<file path="src/sv/ucs_pkg.sv">
// types, character constants and the host/port/path/query/fragment parse step of the url component splitter
package ucs_pkg;

    typedef enum logic [1:0] {
        KIND_CHAR  = 2'd0,
        KIND_DONE  = 2'd1,
        KIND_ERROR = 2'd2
    } kind_t;

    typedef enum logic [2:0] {
        COMP_SCHEME = 3'd0,
        COMP_USER   = 3'd1,
        COMP_PASS   = 3'd2,
        COMP_HOST   = 3'd3,
        COMP_PORT   = 3'd4,
        COMP_PATH   = 3'd5,
        COMP_QUERY  = 3'd6,
        COMP_FRAG   = 3'd7
    } comp_t;

    typedef enum logic [2:0] {
        ERR_NO_COLON   = 3'd0,
        ERR_BAD_SCHEME = 3'd1,
        ERR_NO_SLASH   = 3'd2,
        ERR_TRAILING   = 3'd3,
        ERR_OVERFLOW   = 3'd4
    } err_t;

    // parse position within the url
    typedef enum logic [9:0] {
        PH_SCHEME = 10'b00_0000_0001,
        PH_SLASH  = 10'b00_0000_0010,
        PH_AUTH   = 10'b00_0000_0100,
        PH_HSTART = 10'b00_0000_1000,
        PH_HOST   = 10'b00_0001_0000,
        PH_AFTV6  = 10'b00_0010_0000,
        PH_PORT   = 10'b00_0100_0000,
        PH_PATH   = 10'b00_1000_0000,
        PH_QUERY  = 10'b01_0000_0000,
        PH_FRAG   = 10'b10_0000_0000
    } phase_t;

    // sequencer states
    typedef enum logic [5:0] {
        ST_IDLE  = 6'b00_0001,
        ST_RD    = 6'b00_0010,
        ST_PROC  = 6'b00_0100,
        ST_POST  = 6'b00_1000,
        ST_FINAL = 6'b01_0000,
        ST_FLUSH = 6'b10_0000
    } st_t;

    typedef struct packed {
        kind_t      kind;
        comp_t      component;
        logic [7:0] out_char;
        err_t       error_code;
    } res_t;

    typedef struct packed {
        phase_t phase;
        logic   ipv6;
        logic   emit;
        comp_t  comp;
        logic   fail;
    } feed_t;

    localparam logic [7:0] CH_COLON  = 8'h3A;
    localparam logic [7:0] CH_AT     = 8'h40;
    localparam logic [7:0] CH_SLASH  = 8'h2F;
    localparam logic [7:0] CH_LBRACK = 8'h5B;
    localparam logic [7:0] CH_RBRACK = 8'h5D;
    localparam logic [7:0] CH_HASH   = 8'h23;
    localparam logic [7:0] CH_QMARK  = 8'h3F;
    localparam logic [7:0] CH_PLUS   = 8'h2B;
    localparam logic [7:0] CH_MINUS  = 8'h2D;
    localparam logic [7:0] CH_DOT    = 8'h2E;
    localparam logic [7:0] CH_UP_A   = 8'h41;
    localparam logic [7:0] CH_UP_Z   = 8'h5A;
    localparam logic [7:0] CH_LO_A   = 8'h61;
    localparam logic [7:0] CH_LO_Z   = 8'h7A;
    localparam logic [7:0] CASE_BIT  = 8'h20;

    // one character of host, port, path, query or fragment
    function automatic feed_t feed_char(phase_t ph, logic v6, logic [7:0] c);
        feed_t f;
        f.phase = ph;
        f.ipv6  = v6;
        f.emit  = 1'b0;
        f.comp  = COMP_HOST;
        f.fail  = 1'b0;
        if (ph == PH_HSTART) begin
            f.ipv6  = (c == CH_LBRACK);
            f.phase = PH_HOST;
        end
        unique case (f.phase)
            PH_HOST: begin
                if (f.ipv6 && c == CH_RBRACK) f.phase = PH_AFTV6;
                else if (!f.ipv6 && c == CH_COLON) f.phase = PH_PORT;
                else if (!f.ipv6 && c == CH_SLASH) f.phase = PH_PATH;
                else begin
                    f.emit = 1'b1;
                    f.comp = COMP_HOST;
                end
            end
            PH_AFTV6: begin
                if (c == CH_COLON) f.phase = PH_PORT;
                else if (c == CH_SLASH) f.phase = PH_PATH;
                else f.fail = 1'b1;
            end
            PH_PORT: begin
                if (c == CH_SLASH) f.phase = PH_PATH;
                else begin
                    f.emit = 1'b1;
                    f.comp = COMP_PORT;
                end
            end
            PH_PATH: begin
                if (c == CH_QMARK) f.phase = PH_QUERY;
                else if (c == CH_HASH) f.phase = PH_FRAG;
                else begin
                    f.emit = 1'b1;
                    f.comp = COMP_PATH;
                end
            end
            PH_QUERY: begin
                if (c == CH_HASH) f.phase = PH_FRAG;
                else begin
                    f.emit = 1'b1;
                    f.comp = COMP_QUERY;
                end
            end
            PH_FRAG: begin
                f.emit = 1'b1;
                f.comp = COMP_FRAG;
            end
            default: begin
            end
        endcase
        return f;
    endfunction

endpackage

</file>
<file path="src/sv/url_component_splitter.sv">
// url component splitter: one url character in, tagged component characters out
//
//  channel   ports                                          direction
//  s_        s_valid s_ready s_ch[7:0] s_last               in, one url character per transfer
//  m_        m_valid m_ready m_kind m_component m_out_char  out, one result per transfer
//            m_error_code m_run_end
//
//  a last character is followed by a final step (final result), then a close step
//  '@' in the authority replays the held bytes as user and password, an address step
//  then a registered read-data step per byte; '/' there replays them as host, then the '/'
//  a url that ends inside the authority replays as host before its final result
//  reset (aresetn low at a clock edge) returns to the scheme phase; memory is not cleared
//  s_ready drops during replay and final steps, and whenever m_ stalls with a held result
module url_component_splitter #(
    parameter int AUTH_DEPTH = 32
) (
    input  logic                  aclk,
    input  logic                  aresetn,
    input  logic                  s_valid,
    output logic                  s_ready,
    input  logic [7:0]            s_ch,
    input  logic                  s_last,
    output logic                  m_valid,
    input  logic                  m_ready,
    output ucs_pkg::kind_t        m_kind,
    output ucs_pkg::comp_t        m_component,
    output logic [7:0]            m_out_char,
    output ucs_pkg::err_t         m_error_code,
    output logic                  m_run_end
);
    import ucs_pkg::*;

    localparam int FW = $clog2(AUTH_DEPTH + 1);
    localparam int AW = $clog2(AUTH_DEPTH);
    localparam logic [FW-1:0] DEPTH_F = FW'(AUTH_DEPTH);

    // authority buffer, one write and one registered read port
    logic [7:0] mem [AUTH_DEPTH];
    logic [7:0] rdata_reg;
    logic          mem_we;

    // control state
    st_t           st_reg, st_next;
    phase_t        phase_reg, phase_next;
    logic          slash_reg, slash_next;
    logic [FW-1:0] fill_reg, fill_next;
    logic          ipv6_reg, ipv6_next;
    logic          failed_reg, failed_next;
    err_t          reason_reg, reason_next;
    logic [FW-1:0] idx_reg, idx_next;
    logic          user_mode_reg, user_mode_next;
    logic          pw_reg, pw_next;
    logic          slash_pend_reg, slash_pend_next;
    logic          hold_valid_reg, hold_valid_next;
    logic          m_valid_reg, m_valid_next;

    // payload
    res_t          hold_res_reg, hold_res_next;
    res_t          out_res_reg, out_res_next;
    logic          out_end_reg, out_end_next;
    logic          last_reg, last_next;
    logic          full_reg, full_next;

    logic          can_push;
    logic          go;
    logic          in_fire;
    logic          pr_req;
    res_t          pr_res;
    feed_t         fd_in, fd_mem, fd_sl;

    // output register is free this cycle
    assign can_push = !m_valid_reg || m_ready;
    // a new result may enter the hold stage
    assign go       = !hold_valid_reg || can_push;
    assign s_ready  = (st_reg == ST_IDLE) && can_push;
    assign in_fire  = s_valid && s_ready;

    assign fd_in  = feed_char(phase_reg, ipv6_reg, s_ch);
    assign fd_mem = feed_char(phase_reg, ipv6_reg, rdata_reg);
    assign fd_sl  = feed_char(phase_reg, ipv6_reg, CH_SLASH);

    always_comb begin
        logic  demit;
        res_t  dres;
        logic  rep_user;
        logic  rep_host;
        logic  fin_prod;
        res_t  fin_res;
        st_t   after;

        st_next         = st_reg;
        phase_next      = phase_reg;
        slash_next      = slash_reg;
        fill_next       = fill_reg;
        ipv6_next       = ipv6_reg;
        failed_next     = failed_reg;
        reason_next     = reason_reg;
        idx_next        = idx_reg;
        user_mode_next  = user_mode_reg;
        pw_next         = pw_reg;
        slash_pend_next = slash_pend_reg;
        hold_valid_next = hold_valid_reg;
        hold_res_next   = hold_res_reg;
        m_valid_next    = m_valid_reg && !m_ready;
        out_res_next    = out_res_reg;
        out_end_next    = out_end_reg;
        last_next       = last_reg;
        full_next       = full_reg;
        mem_we          = 1'b0;
        pr_req          = 1'b0;

        pr_res.kind       = KIND_CHAR;
        pr_res.component  = COMP_SCHEME;
        pr_res.out_char   = 8'h00;
        pr_res.error_code = ERR_NO_COLON;

        demit    = 1'b0;
        dres     = pr_res;
        dres.out_char = s_ch;
        rep_user = 1'b0;
        rep_host = 1'b0;
        fin_prod = 1'b0;
        fin_res  = pr_res;
        after    = last_reg ? ST_FINAL : ST_FLUSH;

        unique case (st_reg)
            ST_IDLE: begin
                if (in_fire) begin
                    last_next = s_last;
                    if (phase_reg == PH_SCHEME) begin
                        if (s_ch == CH_COLON) begin
                            phase_next = PH_SLASH;
                        end else if (!failed_reg) begin
                            if (s_ch >= CH_UP_A && s_ch <= CH_UP_Z) begin
                                demit = 1'b1;
                                dres.out_char = s_ch | CASE_BIT;
                            end else if ((s_ch >= CH_LO_A && s_ch <= CH_LO_Z) ||
                                         s_ch == CH_PLUS || s_ch == CH_MINUS ||
                                         s_ch == CH_DOT) begin
                                demit = 1'b1;
                            end else begin
                                failed_next = 1'b1;
                                reason_next = ERR_BAD_SCHEME;
                            end
                        end
                    end else if (!failed_reg) begin
                        if (phase_reg == PH_SLASH) begin
                            if (s_ch != CH_SLASH) begin
                                failed_next = 1'b1;
                                reason_next = ERR_NO_SLASH;
                            end else if (slash_reg) begin
                                slash_next = 1'b0;
                                phase_next = PH_AUTH;
                                fill_next  = '0;
                            end else begin
                                slash_next = 1'b1;
                            end
                        end else if (phase_reg == PH_AUTH) begin
                            if (s_ch == CH_AT) begin
                                rep_user = 1'b1;
                            end else if (s_ch == CH_SLASH) begin
                                rep_host  = 1'b1;
                                full_next = (fill_reg >= DEPTH_F);
                            end else if (fill_reg >= DEPTH_F) begin
                                failed_next = 1'b1;
                                reason_next = ERR_OVERFLOW;
                            end else begin
                                mem_we    = 1'b1;
                                fill_next = fill_reg + FW'(1);
                            end
                        end else begin
                            phase_next     = fd_in.phase;
                            ipv6_next      = fd_in.ipv6;
                            demit          = fd_in.emit;
                            dres.component = fd_in.comp;
                            if (fd_in.fail) begin
                                failed_next = 1'b1;
                                reason_next = ERR_TRAILING;
                            end
                        end
                    end

                    if (rep_user) begin
                        user_mode_next = 1'b1;
                        pw_next        = 1'b0;
                        idx_next       = '0;
                        st_next        = ST_RD;
                    end else if (rep_host) begin
                        user_mode_next  = 1'b0;
                        slash_pend_next = 1'b1;
                        phase_next      = PH_HSTART;
                        idx_next        = '0;
                        st_next         = ST_RD;
                    end else if (s_last) begin
                        st_next = ST_FINAL;
                        if (demit) begin
                            pr_req = 1'b1;
                            pr_res = dres;
                        end
                    end else if (demit) begin
                        // single result, straight to the output register
                        m_valid_next = 1'b1;
                        out_res_next = dres;
                        out_end_next = 1'b1;
                    end
                end
            end

            ST_RD: begin
                if (idx_reg >= fill_reg || (!user_mode_reg && failed_reg)) begin
                    fill_next = '0;
                    if (user_mode_reg) begin
                        phase_next = PH_HSTART;
                        st_next    = after;
                    end else if (slash_pend_reg) begin
                        st_next = ST_POST;
                    end else begin
                        st_next = ST_FINAL;
                    end
                end else begin
                    st_next = ST_PROC;
                end
            end

            ST_PROC: begin
                if (user_mode_reg) begin
                    if (!pw_reg && rdata_reg == CH_COLON) begin
                        pw_next  = 1'b1;
                        idx_next = idx_reg + FW'(1);
                        st_next  = ST_RD;
                    end else if (go) begin
                        pr_req           = 1'b1;
                        pr_res.component = pw_reg ? COMP_PASS : COMP_USER;
                        pr_res.out_char  = rdata_reg;
                        idx_next         = idx_reg + FW'(1);
                        st_next          = ST_RD;
                    end
                end else if (!fd_mem.emit || go) begin
                    phase_next = fd_mem.phase;
                    ipv6_next  = fd_mem.ipv6;
                    if (fd_mem.fail) begin
                        failed_next = 1'b1;
                        reason_next = ERR_TRAILING;
                    end
                    if (fd_mem.emit) begin
                        pr_req           = 1'b1;
                        pr_res.component = fd_mem.comp;
                        pr_res.out_char  = rdata_reg;
                    end
                    idx_next = idx_reg + FW'(1);
                    st_next  = ST_RD;
                end
            end

            ST_POST: begin
                // the '/' that ended the authority, after the host replay
                if (failed_reg) begin
                    slash_pend_next = 1'b0;
                    st_next         = after;
                end else if (full_reg && phase_reg == PH_HOST && ipv6_reg) begin
                    failed_next     = 1'b1;
                    reason_next     = ERR_OVERFLOW;
                    slash_pend_next = 1'b0;
                    st_next         = after;
                end else if (!fd_sl.emit || go) begin
                    phase_next = fd_sl.phase;
                    ipv6_next  = fd_sl.ipv6;
                    if (fd_sl.fail) begin
                        failed_next = 1'b1;
                        reason_next = ERR_TRAILING;
                    end
                    if (fd_sl.emit) begin
                        pr_req           = 1'b1;
                        pr_res.component = fd_sl.comp;
                        pr_res.out_char  = CH_SLASH;
                    end
                    slash_pend_next = 1'b0;
                    st_next         = after;
                end
            end

            ST_FINAL: begin
                if (phase_reg == PH_SCHEME) begin
                    fin_prod           = 1'b1;
                    fin_res.kind       = KIND_ERROR;
                    fin_res.error_code = ERR_NO_COLON;
                end else if (failed_reg) begin
                    fin_prod           = 1'b1;
                    fin_res.kind       = KIND_ERROR;
                    fin_res.error_code = reason_reg;
                end else if (phase_reg == PH_SLASH) begin
                    fin_prod           = 1'b1;
                    fin_res.kind       = KIND_ERROR;
                    fin_res.error_code = ERR_NO_SLASH;
                end else if (phase_reg == PH_AUTH) begin
                    // url ended inside the authority: it is host[:port]
                    user_mode_next  = 1'b0;
                    slash_pend_next = 1'b0;
                    phase_next      = PH_HSTART;
                    idx_next        = '0;
                    st_next         = ST_RD;
                end else begin
                    fin_prod     = 1'b1;
                    fin_res.kind = KIND_DONE;
                end
                if (fin_prod && go) begin
                    pr_req      = 1'b1;
                    pr_res      = fin_res;
                    phase_next  = PH_SCHEME;
                    slash_next  = 1'b0;
                    fill_next   = '0;
                    ipv6_next   = 1'b0;
                    failed_next = 1'b0;
                    reason_next = ERR_NO_COLON;
                    st_next     = ST_FLUSH;
                end
            end

            ST_FLUSH: begin
                // held result is the last one of this transfer
                if (!hold_valid_reg) begin
                    st_next = ST_IDLE;
                end else if (can_push) begin
                    m_valid_next    = 1'b1;
                    out_res_next    = hold_res_reg;
                    out_end_next    = 1'b1;
                    hold_valid_next = 1'b0;
                    st_next         = ST_IDLE;
                end
            end

            default: begin
                st_next = ST_IDLE;
            end
        endcase

        // new result enters the hold stage, pushing the older one out
        if (pr_req) begin
            if (hold_valid_reg) begin
                m_valid_next = 1'b1;
                out_res_next = hold_res_reg;
                out_end_next = 1'b0;
            end
            hold_valid_next = 1'b1;
            hold_res_next   = pr_res;
        end
    end

    always_ff @(posedge aclk) begin
        if (!aresetn) begin
            st_reg         <= ST_IDLE;
            phase_reg      <= PH_SCHEME;
            slash_reg      <= 1'b0;
            fill_reg       <= '0;
            ipv6_reg       <= 1'b0;
            failed_reg     <= 1'b0;
            reason_reg     <= ERR_NO_COLON;
            idx_reg        <= '0;
            user_mode_reg  <= 1'b0;
            pw_reg         <= 1'b0;
            slash_pend_reg <= 1'b0;
            hold_valid_reg <= 1'b0;
            m_valid_reg    <= 1'b0;
        end else begin
            st_reg         <= st_next;
            phase_reg      <= phase_next;
            slash_reg      <= slash_next;
            fill_reg       <= fill_next;
            ipv6_reg       <= ipv6_next;
            failed_reg     <= failed_next;
            reason_reg     <= reason_next;
            idx_reg        <= idx_next;
            user_mode_reg  <= user_mode_next;
            pw_reg         <= pw_next;
            slash_pend_reg <= slash_pend_next;
            hold_valid_reg <= hold_valid_next;
            m_valid_reg    <= m_valid_next;
        end
    end

    always_ff @(posedge aclk) begin
        hold_res_reg <= hold_res_next;
        out_res_reg  <= out_res_next;
        out_end_reg  <= out_end_next;
        last_reg     <= last_next;
        full_reg     <= full_next;
    end

    // buffer is written only while s_ready is high, read every cycle at the replay index
    always_ff @(posedge aclk) begin
        if (mem_we) begin
            mem[fill_reg[AW-1:0]] <= s_ch;
        end
        rdata_reg <= mem[idx_reg[AW-1:0]];
    end

    assign m_valid      = m_valid_reg;
    assign m_kind       = out_res_reg.kind;
    assign m_component  = out_res_reg.component;
    assign m_out_char   = out_res_reg.out_char;
    assign m_error_code = out_res_reg.error_code;
    assign m_run_end    = out_end_reg;

    // hold stage is drained before a new character is taken
    a_idle_hold_empty: assert property (@(posedge aclk) disable iff (!aresetn)
        (st_reg == ST_IDLE) |-> !hold_valid_reg)
        else $error("hold stage occupied while idle");

    // done and error results always close the transfer's results
    a_final_ends_run: assert property (@(posedge aclk) disable iff (!aresetn)
        (m_valid && m_kind != KIND_CHAR) |-> m_run_end)
        else $error("final result without run end");

    a_fill_bound: assert property (@(posedge aclk) disable iff (!aresetn)
        fill_reg <= DEPTH_F)
        else $error("authority fill beyond depth");

    a_replay_index: assert property (@(posedge aclk) disable iff (!aresetn)
        (st_reg == ST_PROC) |-> (idx_reg < fill_reg))
        else $error("replay read beyond held bytes");

    // buffer writes never land while a replay is reading it
    a_write_idle: assert property (@(posedge aclk) disable iff (!aresetn)
        mem_we |-> (st_reg == ST_IDLE && phase_reg == PH_AUTH))
        else $error("authority write outside idle");

endmodule

</file>
<file path="config.mk">
export PLATFORM = sky130hd
export DESIGN_NAME = url_component_splitter
export DESIGN_NICKNAME = d
export VERILOG_FILES = /design/src/sv/ucs_pkg.sv /design/src/sv/url_component_splitter.sv
export SDC_FILE = /design/constraint.sdc
export NUM_CORES = 1
export LEC_CHECK = 0
export BUFFER_PORTS_ARGS = -buffer_cell sky130_fd_sc_hd__buf_2
export CORE_MARGIN = 2
export CORE_UTILIZATION = 40
export CTS_BUF_LIST = sky130_fd_sc_hd__clkbuf_2 sky130_fd_sc_hd__clkbuf_4 sky130_fd_sc_hd__clkbuf_8
export CTS_CLUSTER_SIZE = 20
export DETAILED_ROUTE_END_ITERATION = 10
export HOLD_SLACK_MARGIN = 0.08
export SYNTH_ARGS = -nofsm -noshare
export SYNTH_HDL_FRONTEND = slang
export SYNTH_SLANG_ARGS = --single-unit
</file>
<file path="constraint.sdc">
create_clock -name aclk -period 6.77 [get_ports aclk]
set_input_delay 1.354 -clock aclk [delete_from_list [all_inputs] [get_ports aclk]]
set_output_delay 1.354 -clock aclk [all_outputs]
set_load 0.01 [all_outputs]
</file>
==> flow_metrics.tcl, run 1 <==
set metrics [dict create \
    status "finished clean" \
    antenna_found_initial 0 \
    synth_top_cell_by_area "edfxtp_1" \
    final_hold_viol_count 0 \
    ys_seq_elements 338 \
    ys_async_sr_fraction_pct 0 \
    finalClockSkew_ns 0.02974 \
    reg2reg_slack_ns 2.68 \
    min_from "m_error_code[2]$_DFF_P_" \
    grt_usage_pct 19.46 \
    yosysSeqAreaShare_pct 61.70 \
    clock_tree.root_cell "clkbuf_8" \
    p_leak_nw 5.349 \
    post_drt_wl_per_cell_um 22.67 \
    post-cts-setup-buffers 0 \
    syn_inst 1113 \
    netlist_area_sq_um 15410 \
    clkTransAtPathRegs_ns 0.06 \
    dr_total_vias 10040 \
    gr-total-overflow 0 \
    multi_input_area_sq_um 5553 \
    layout_commonest_cell "edfxtp_1" \
    fillers 3454 \
    dieHeight_um 200.3 \
    area_delta_synth_final_pct 11.36 \
    postSynthAreaPerCell_sq_um 13.85 \
    seqCellArea_sq_um 9514 \
    dp_slack_ns 1.862 \
    final.period_utilization_pct 63.66 \
    vias_per_cell 5.868 \
    crit_fanout 40 \
    ys.flop_type "edfxtp_1" \
    cts_buffer_depth 3 \
    ys_types 87 \
    yosys-top-cells-area "edfxtp_1 53%, mux4_2 12%, dfxtp_1 8.3%" \
    r2r_end "phase_reg[9]$_SDFFE_PN0P_" \
    core_area_sq_um 37840 \
    ys_warn_count 0 \
    hpwl_um 26320 \
    wl_met1_um 16650 \
    pwr_density_cell_nw_per_um2 277.9 \
    cp-end-kind "flop" \
    crit_type "in -> reg" \
    maxSlewHeadroom_pct 24.89 \
    drive_above_1_share_pct 20.70 \
    tritoncts "built" \
    highest_layer "met4" \
    fin_ws_ns 2.460 \
    wl_met3_um 3053 \
    startpoint_type "input pin" \
    min_period_ns 4.310 \
    htreeDepth 2 \
    first_pass_iters 6 \
    port_buffers 31 \
    whs_path_depth 1 \
    netlist.area_leader.share_pct 53.39 \
    synth_edf_count 274 \
    worstPathRequired_ns 7.02 \
    ir_drop_mv 0.1743 \
    fmax_mhz 232.0 \
    whs_endpoint "m_error_code[2]$_DFF_P_" \
    numCtsBuffers 56 \
    drt_iter0_drc 989 \
    ant_nets 0 \
    cts-resized-gates 0 \
    start_util_pct 40.72 \
    cap_violations 0 \
    clk_latency_ns 0.64 \
    wl_met2_um 17980 \
    dp_cells 1607 \
    grt_pass1_vias 9894 \
    nNetsFinal 1178 \
    place_congestion 0.9797 \
    clock-sinks 338 \
    row_count 71 \
    slew_violations 0 \
    r2r_start "rdata_reg[1]$_DFF_P_" \
    hold_buffers 0 \
    dieArea_sq_um 40110 \
    final_cell_mix "274 x edfxtp_1, 97 x nand2_1, 87 x nor2_1" \
    largest_reg_flops 256 \
    syn_nets 1137 \
    min_path_type "reg -> reg" \
    final_cells 1710 \
    setup_viol 0 \
    ioPinCount 32 \
    finalSetupTns_ns 0 \
    grt_pass1_wl_um 60280 \
    die_x_um 200.3 \
    grt_max_degree 69 \
    crit_arrival_ns 4.56 \
    drc 0 \
    worst_pin_slew_ns 1.118 \
    reg2reg_depth 8 \
    drt-total-wl_um 38770 \
    rsz0062_at_grt "no" \
]
==> routing by layer <==
layer	GRT usage [%]	vias to the layer above
met3	4.198	76
met2	30.51	446
li1	-	4548
met5	0	-
met4	6.852	0
met1	26.91	4965
==> Yosys cell counts, drive strengths merged (19+ instances only) <==
cell / number
nor2: 88
o21ai: 37
clkbuf: 38
mux4: 80
nor3: 22
nand2: 98
a31oi: 20
buf: 19
inv: 25
dfxtp: 64
nand3: 29
a21oi: 57
edfxtp: 274
==> metrics by stage <==
| stage | hold slack, ns | total power, mW | instance area (sq um) | util, % |
|---|---|---|---|---|
| floorplan | 0.4419 | 2.783 | 15410 | - |
| global placement | 0.4494 | 2.991 | 16030 | 42.35 |
| detailed placement | 0.4531 | 2.990 | 16030 | 42.35 |
| CTS | 0.4665 | 4.799 | 17160 | 45.34 |
| global route | 0.4871 | 4.967 | 17160 | 45.34 |
| finish | 0.4650 | 4.770 | 17160 | 45.35 |
==> final cells by class <==
type,instances,share of cell area [%]
sequential,338,55.44
multi-input combinational,692,32.36
clock buffer,77,5.665
tap,511,3.726
timing repair buffer,40,1.298
clock inverter,25,0.9332
inverter,26,0.5687
antenna,1,0.01458
==> power by group <==
part | internal [mW] | leakage [nW] | total [mW] | switching, mW
logic | 0.191 | 1.76 | 0.574 | 0.383
registers | 2.32 | 2.99 | 2.39 | 0.0712
clock network | 0.975 | 0.604 | 1.81 | 0.832
==> worst max-delay path: stages <==
cell	delay (ns)
buf_2	0.56
nor4b_1	0.48
nand2_1	0.11
o22ai_1	0.32
a211oi_1	0.18
a2111oi_2	0.80
nor3_2	0.18
inv_1	0.54
==> cell families after synthesis <==
family	Yosys count	synth area share (%)
AO/OA/AOI/OAI	234	10.78
XOR/XNOR	7	0.3978
adder cells (fa/ha/maj)	11	0.8931
buffers and inverters	83	2.298
flip-flops	338	61.70
multiplexers	81	11.76
AND/OR/NAND/NOR	359	12.17
==> how the worst max path moves through the flow <==
| stage | end | start | cells past startpoint | slack [ns] |
|---|---|---|---|---|
| floorplan | idx_reg[3]$_SDFFE_PN0P_ | s_ch[2] | 9 | 2.75 |
| global placement | hold_res_reg[0]$_SDFFCE_PP0N_ | s_ch[5] | 8 | 2.04 |
| detailed placement | hold_res_reg[0]$_SDFFCE_PP0N_ | s_ch[5] | 8 | 1.86 |
| CTS | hold_res_reg[0]$_SDFFCE_PP0N_ | s_ch[5] | 8 | 2.53 |
| global route | hold_res_reg[9]$_DFFE_PN_ | s_ch[5] | 8 | 2.15 |
| finish | hold_res_reg[8]$_DFFE_PN_ | s_ch[5] | 8 | 2.46 |
Power figures use the tool's default switching activity.
==> inputs of run 2 (changes only) <==
Settings changed: ABC_AREA from default to 1.
Clock period 6.77 ns to 4.4 ns, I/O delays scaled along.
==> run 2 against run 1 <==
  * Final cell count increased by 44%
  * Global-route usage increased by 4.1 points
  * Count of clock-buffer cells in the layout increased by 3
  * Clock skew increased by 0.032 ns
  * Critical path type is now reg -> reg
  * Core utilization increased by 0.37 points
==> flow_metrics.tcl, run 2 <==
set metrics [dict create \
    status "finished clean" \
    cap_violations 0 \
    drt_iter0_drc 1803 \
    start_util_pct 40.70 \
    grt_pass1_vias 12990 \
    tritoncts "built" \
    first_pass_iters 7 \
    ys_seq_elements 338 \
    startpoint_type "flop" \
    vias_per_cell 5.682 \
    whs_endpoint "slash_pend_reg$_SDFFE_PN0P_" \
    dpl_cell_area_sq_um 17470 \
    ys_top_cells_by_count "317 x nand2_1, 280 x nor2_1, 274 x edfxtp_1, 198 x o21ai_0, 159 x inv_1" \
    finalSetupTns_ns 0 \
    grt_pass1_wl_um 78620 \
    numCtsBuffers 58 \
    nNetsFinal 1908 \
    grt_usage_pct 23.55 \
    worst_pin_slew_ns 1.178 \
    pwr_density_cell_nw_per_um2 520.9 \
    drt-total-wl_um 52390 \
    dr_total_vias 14020 \
    cts_buffer_depth 3 \
    rsz0062_at_grt "no" \
    min_period_ns 3.422 \
    ioPinCount 32 \
    clock-sinks 338 \
    finalClockSkew_ns 0.06218 \
    hpwl_um 35310 \
    yosysMostFrequentCell "nand2_1" \
    drc 0 \
    fin_area_sq_um 18710 \
    drive_above_1_share_pct 11.84 \
    crit_fanout 17 \
    syn_nets 1855 \
    port_buffers 31 \
    crit_type "reg -> reg" \
    die_x_um 208.1 \
    area_delta_synth_final_pct 12.34 \
    ant_nets 0 \
    netlist.area_leader.share_pct 49.40 \
    setup_viol 0 \
    grt_max_degree 99 \
    use_met1_pct 33.71 \
    yosysSeqAreaShare_pct 57.10 \
    post-cts-setup-buffers 0 \
    clock_tree.root_cell "clkbuf_8" \
    min_from "slash_pend_reg$_SDFFE_PN0P_" \
    fillers 3893 \
    whs_path_depth 2 \
    busiest_layer "met2" \
    antenna_found_initial 2 \
    layout_commonest_cell "nand2_1" \
    synth_edf_count 274 \
    ir_drop_mv 0.3577 \
    final_cell_mix "317 x nand2_1, 280 x nor2_1, 274 x edfxtp_1" \
    gr-total-overflow 0 \
    final.period_utilization_pct 77.77 \
    largest_reg_flops 256 \
    synth_top_cell_by_area "edfxtp_1" \
    dieHeight_um 208.1 \
    reg2reg_depth 9 \
    maxSlewHeadroom_pct 21.37 \
    r2r_start "phase_reg[9]$_SDFFE_PN0P_" \
    ys_async_sr_fraction_pct 0 \
    p_leak_nw 7.199 \
    use_met3_pct 6.189 \
    cts-resized-gates 0 \
    cp-end-kind "flop" \
    netlist_area_sq_um 16650 \
    final_hold_viol_count 0 \
    postSynthAreaPerCell_sq_um 9.096 \
    row_count 74 \
    dieArea_sq_um 43280 \
    ys_types 51 \
    r2r_end "mem[21][5]$_DFFE_PP_" \
    htreeDepth 2 \
    fmax_mhz 292.2 \
    syn_inst 1831 \
    ys_warn_count 0 \
    slew_violations 0 \
    min_path_type "reg -> reg" \
    hold_buffers 0 \
    crit_arrival_ns 3.68 \
    core_area_sq_um 40920 \
    yosys-top-cells-area "edfxtp_1 49%, dfxtp_1 7.7%, nand2_1 7.1%" \
    grt_util_met2_pct 34.20 \
    worstPathRequired_ns 4.66 \
    reg2reg_slack_ns 0.98 \
    clk_latency_ns 0.69 \
    clkTransAtPathRegs_ns 0.07 \
    place_congestion 0.9478 \
    post_drt_wl_per_cell_um 21.24 \
    ys.flop_type "edfxtp_1" \
]
run 2: cell types whose count changed after synthesis, moves of 15 or more:
cell	before	now
nand2_1	97	317
nor2_1	87	280
o21ai_0	36	198
inv_1	24	159
nand3_1	29	136
mux4_2	80	0
o22ai_1	4	43
clkbuf_1	38	68
nand4_1	11	39
o221ai_1	4	30
a31oi_1	16	1
run 2: critical path, stage by stage (launching register included):
cell and delay [ns]:
dfxtp_1 0.43, nor2_8 0.35, inv_4 0.13, nor4_2 0.61, nand2_1 0.16, inv_1 0.13, nand3_1 0.13, inv_1 0.17
nand2_1 0.21, nor2_1 0.70
run 2: kinds of logic after synthesis:
group | synth area share, %
mux | 0.4733
flops | 57.10
simple gates | 22.47
compound gates | 12.69
buf+inv | 6.183
xor+xnor | 0.2629
fa+ha+maj | 0.8264
run 2: through the flow:
step / utilization (%) / std cells / hold slack [ns] / setup slack [ns] / power [mW]
CTS: 45.71 / 2466 / 0.4425 / 1.078 / 9.724
detailed placement: 42.68 / 2356 / 0.4626 / 0.7271 / 6.720
floorplan: - / 1831 / 0.4391 / 1.514 / 5.841
global placement: 42.68 / 2356 / 0.4511 / 0.7531 / 6.724
finish: 45.72 / 2467 / 0.4747 / 0.9780 / 9.747
global route: 45.72 / 2467 / 0.4630 / 0.8137 / 10.24
run 2: layer usage:
layer / vias to the layer above / routed length (um)
met4: 2 / 1723
li1: 6510 / -
met1: 6734 / 23750
met2: 652 / 22190
met3: 119 / 4709
met5: - / 11
run 2: worst max path at each step:
stage                         startpoint                   endpoint  slack, ns
2_1_floorplan                    s_ch[1]     m_component[0]$_DFF_P_       1.51
3_3_place_gp                     s_ch[1]     m_component[0]$_DFF_P_       0.75
3_5_place_dp                     s_ch[1]       mem[21][5]$_DFFE_PP_       0.73
4_1_cts        phase_reg[6]$_SDFFE_PN0P_       mem[21][5]$_DFFE_PP_       1.08
5_1_grt        phase_reg[9]$_SDFFE_PN0P_  phase_reg[8]$_SDFFE_PN0P_       0.81
6_report       phase_reg[9]$_SDFFE_PN0P_       mem[21][5]$_DFFE_PP_       0.98
run 2: final cells by class:
cell class / count / area [sq um] / share of cell area, %
inverter: 171 / 648.1 / 3.464
tap: 532 / 665.6 / 3.558
multi-input combinational: 1235 / 6116 / 32.69
timing repair buffer: 80 / 523.0 / 2.795
sequential: 338 / 9514 / 50.85
clock buffer: 80 / 1026 / 5.483
clock inverter: 30 / 215.2 / 1.150
antenna: 1 / 2.502 / 0.01337
run 2: where the power goes:
group	switching, mW	internal (mW)	leakage (nW)	total [mW]
clock network	1.36	1.65	0.660	3.00
registers	0.205	3.64	2.99	3.84
logic	2.07	0.826	3.54	2.90
==> inputs of run 3 (changes only) <==
Clock period 4.4 ns to 2.8 ns, I/O delays scaled along.
==> run 3 against run 2 <==
  * Fmax up 29%
  * Via count up 2.4%
  * Die area unchanged
  * Register-to-register slack worse by 0.83 ns
  * Final cell count up 5.3%
  * Sequential power up 55%
  * Largest power group unchanged
  * Highest routed layer unchanged
  * Count of clock-buffer cells in the layout up 7
  * Critical path type unchanged
  * Cell area up 5.8%
==> flow_metrics.tcl, run 3 (same netlist as run 2, synthesis figures left out) <==
set metrics [dict create \
    r2r_start "phase_reg[2]$_SDFFE_PN0P_" \
    r2r_end "reason_reg[0]$_SDFFE_PN0P_" \
    pwr_density_cell_nw_per_um2 791.2 \
    hpwl_um 36470 \
    cp.buffers_inverters 3 \
    drt_iter0_drc 1647 \
    cap_violations 0 \
    clock_power_share_pct 28.8 \
    status "finished clean" \
    antenna_found_initial 2 \
    final.period_utilization_pct 94.63 \
    die_x_um 208.1 \
    reg2reg_slack_ns 0.15 \
    clkTransAtPathRegs_ns 0.07 \
    path_cells "inv_1 > nand2_1 > buf_4 > nor4_1 > buf_4 > nand2_1 > nand3_1 > and3b_1 > nor2_1 > nand3_1 > nor2_1 > nor2_1" \
    fmax_mhz 377.4 \
    whs_endpoint "last_reg$_DFFE_PP_" \
    crit_fanout 6 \
    drive_above_1_share_pct 17.63 \
    crit_type "reg -> reg" \
    pwr-share-comb_pct 33.0 \
    place_congestion 0.9729 \
    final_cells 2597 \
    p_int_mw 9.903 \
    startpoint_type "flop" \
    min_period_ns 2.650 \
    multi_input_area_sq_um 6123 \
    hold_buffers 0 \
    post_drt_wl_per_cell_um 20.32 \
    core_area_sq_um 40920 \
    grt_pass1_wl_um 80540 \
    gr-total-overflow 0 \
    seq_power_share_pct 38.1 \
    seqCellArea_sq_um 9517 \
    fillers 3880 \
    cts_buffer_depth 3 \
    numCtsBuffers 59 \
    utilization_pct 48.35 \
    drc 0 \
    layout_commonest_cell "nand2_1" \
    final_hold_viol_count 0 \
    worstPathRequired_ns 3.32 \
    p_leak_nw 7.861 \
    crit_arrival_ns 3.17 \
    cp-end-kind "flop" \
    rsz0062_at_grt "no" \
    cpPeakStageDelay_ns 0.53 \
    min_path_type "in -> reg" \
    cpMostUsedCell "nor2_1" \
    first_pass_iters 5 \
    grt_usage_pct 24.01 \
    p_sw_mw 5.751 \
    n_antenna_cell 0 \
    cp_top_family "simple AND/OR/NAND/NOR gates" \
    port_buffers 31 \
    fin_area_sq_um 19790 \
    setup_viol 0 \
    dr_total_vias 14360 \
    reg2reg_depth 12 \
    dp_cells 2488 \
    nNetsFinal 2041 \
    ioPinCount 32 \
    clock_tree.root_cell "clkbuf_8" \
    clk_latency_ns 0.68 \
    ant_nets 0 \
    switching_share_pct 36.74 \
    grt_pass1_vias 13570 \
    ir_drop_mv 0.4141 \
    grt_max_degree 133 \
    drt-total-wl_um 52760 \
    htreeDepth 2 \
    tritoncts "built" \
    maxSlewHeadroom_pct 40.72 \
    start_util_pct 40.70 \
    finalSetupTns_ns 0 \
    area_delta_synth_final_pct 18.80 \
    min_from "s_last" \
    dpl_cell_area_sq_um 18600 \
    finalClockSkew_ns 0.05626 \
    worst_pin_slew_ns 0.8882 \
    row_count 74 \
    dieHeight_um 208.1 \
    slowest_stage "nor4_1" \
    final_cell_mix "317 x nand2_1, 279 x nor2_1, 274 x edfxtp_1" \
    whs_path_depth 1 \
    largest_reg_flops 256 \
    clock-sinks 338 \
    dieArea_sq_um 43280 \
    slew_violations 0 \
    total_power_mw 15.65 \
    vias_per_cell 5.528 \
]
[run 3: cell count changes in the layout (fill, tap and decap cells not counted), sizes merged, moves of 2 or more]
cell      previous run  this run
buf                 80       212
clkbuf              80        87
clkinv              31        24
bufinv               2         0
clkinvlp             0         2
[run 3: metrics by stage]
step           hold slack, ns  setup slack [ns]
2_1_floorplan          0.4391            0.2340
3_3_place_gp           0.4475           -0.1390
3_5_place_dp           0.4530          -0.07616
4_1_cts               0.09478            0.1929
5_1_grt                0.1122          0.003384
6_report               0.1326            0.1504
[run 3: worst max-delay path by stage]
stage	startpoint	endpoint	slack (ns)	depth (start not counted)
CTS	phase_reg[0]$_SDFFE_PN1P_	m_error_code[1]$_DFF_P_	0.19	15
finish	phase_reg[2]$_SDFFE_PN0P_	reason_reg[0]$_SDFFE_PN0P_	0.15	12
global route	st_reg[5]$_SDFFE_PN0P_	mem[21][2]$_DFFE_PP_	0.003	11
floorplan	s_ch[1]	m_component[0]$_DFF_P_	0.23	18
detailed placement	s_ch[3]	mem[25][4]$_DFFE_PP_	-0.08	13
global placement	s_ch[1]	mem[21][1]$_DFFE_PP_	-0.14	11
[run 3: final cells by class]
type,instances,share of cell area (%)
well taps,532,3.364
flip-flops and latches,338,48.10
repair buffers,212,8.347
clock buffers,87,5.293
inverters,171,3.288
multi-input cells,1235,30.95
clock inverters,22,0.6640
[run 3: power groups by stage]
| stage | combinational (mW) | sequential [mW] | clock [mW] |
|---|---|---|---|
| finish | 5.17 | 5.97 | 4.51 |
| global placement | 5.06 | 6.06 | 0 |
| floorplan | 3.18 | 6.00 | 0 |
| detailed placement | 5.06 | 6.07 | 0 |
| CTS | 5.08 | 5.96 | 4.60 |
| global route | 5.70 | 6.00 | 4.81 |
[run 3: layer usage]
layer,wire [um],track usage [%]
met1,23360,34.46
met2,23430,36.66
met3,4707,4.740
met4,1237,7.532
met5,29,0
[run 3: what timing repair did]
| item | CTS | global route |
|---|---|---|
| setup buffers | 0 | 0 |
| setup endpoints to repair | 0 | 21 |
| resized for setup | 0 | 5 |
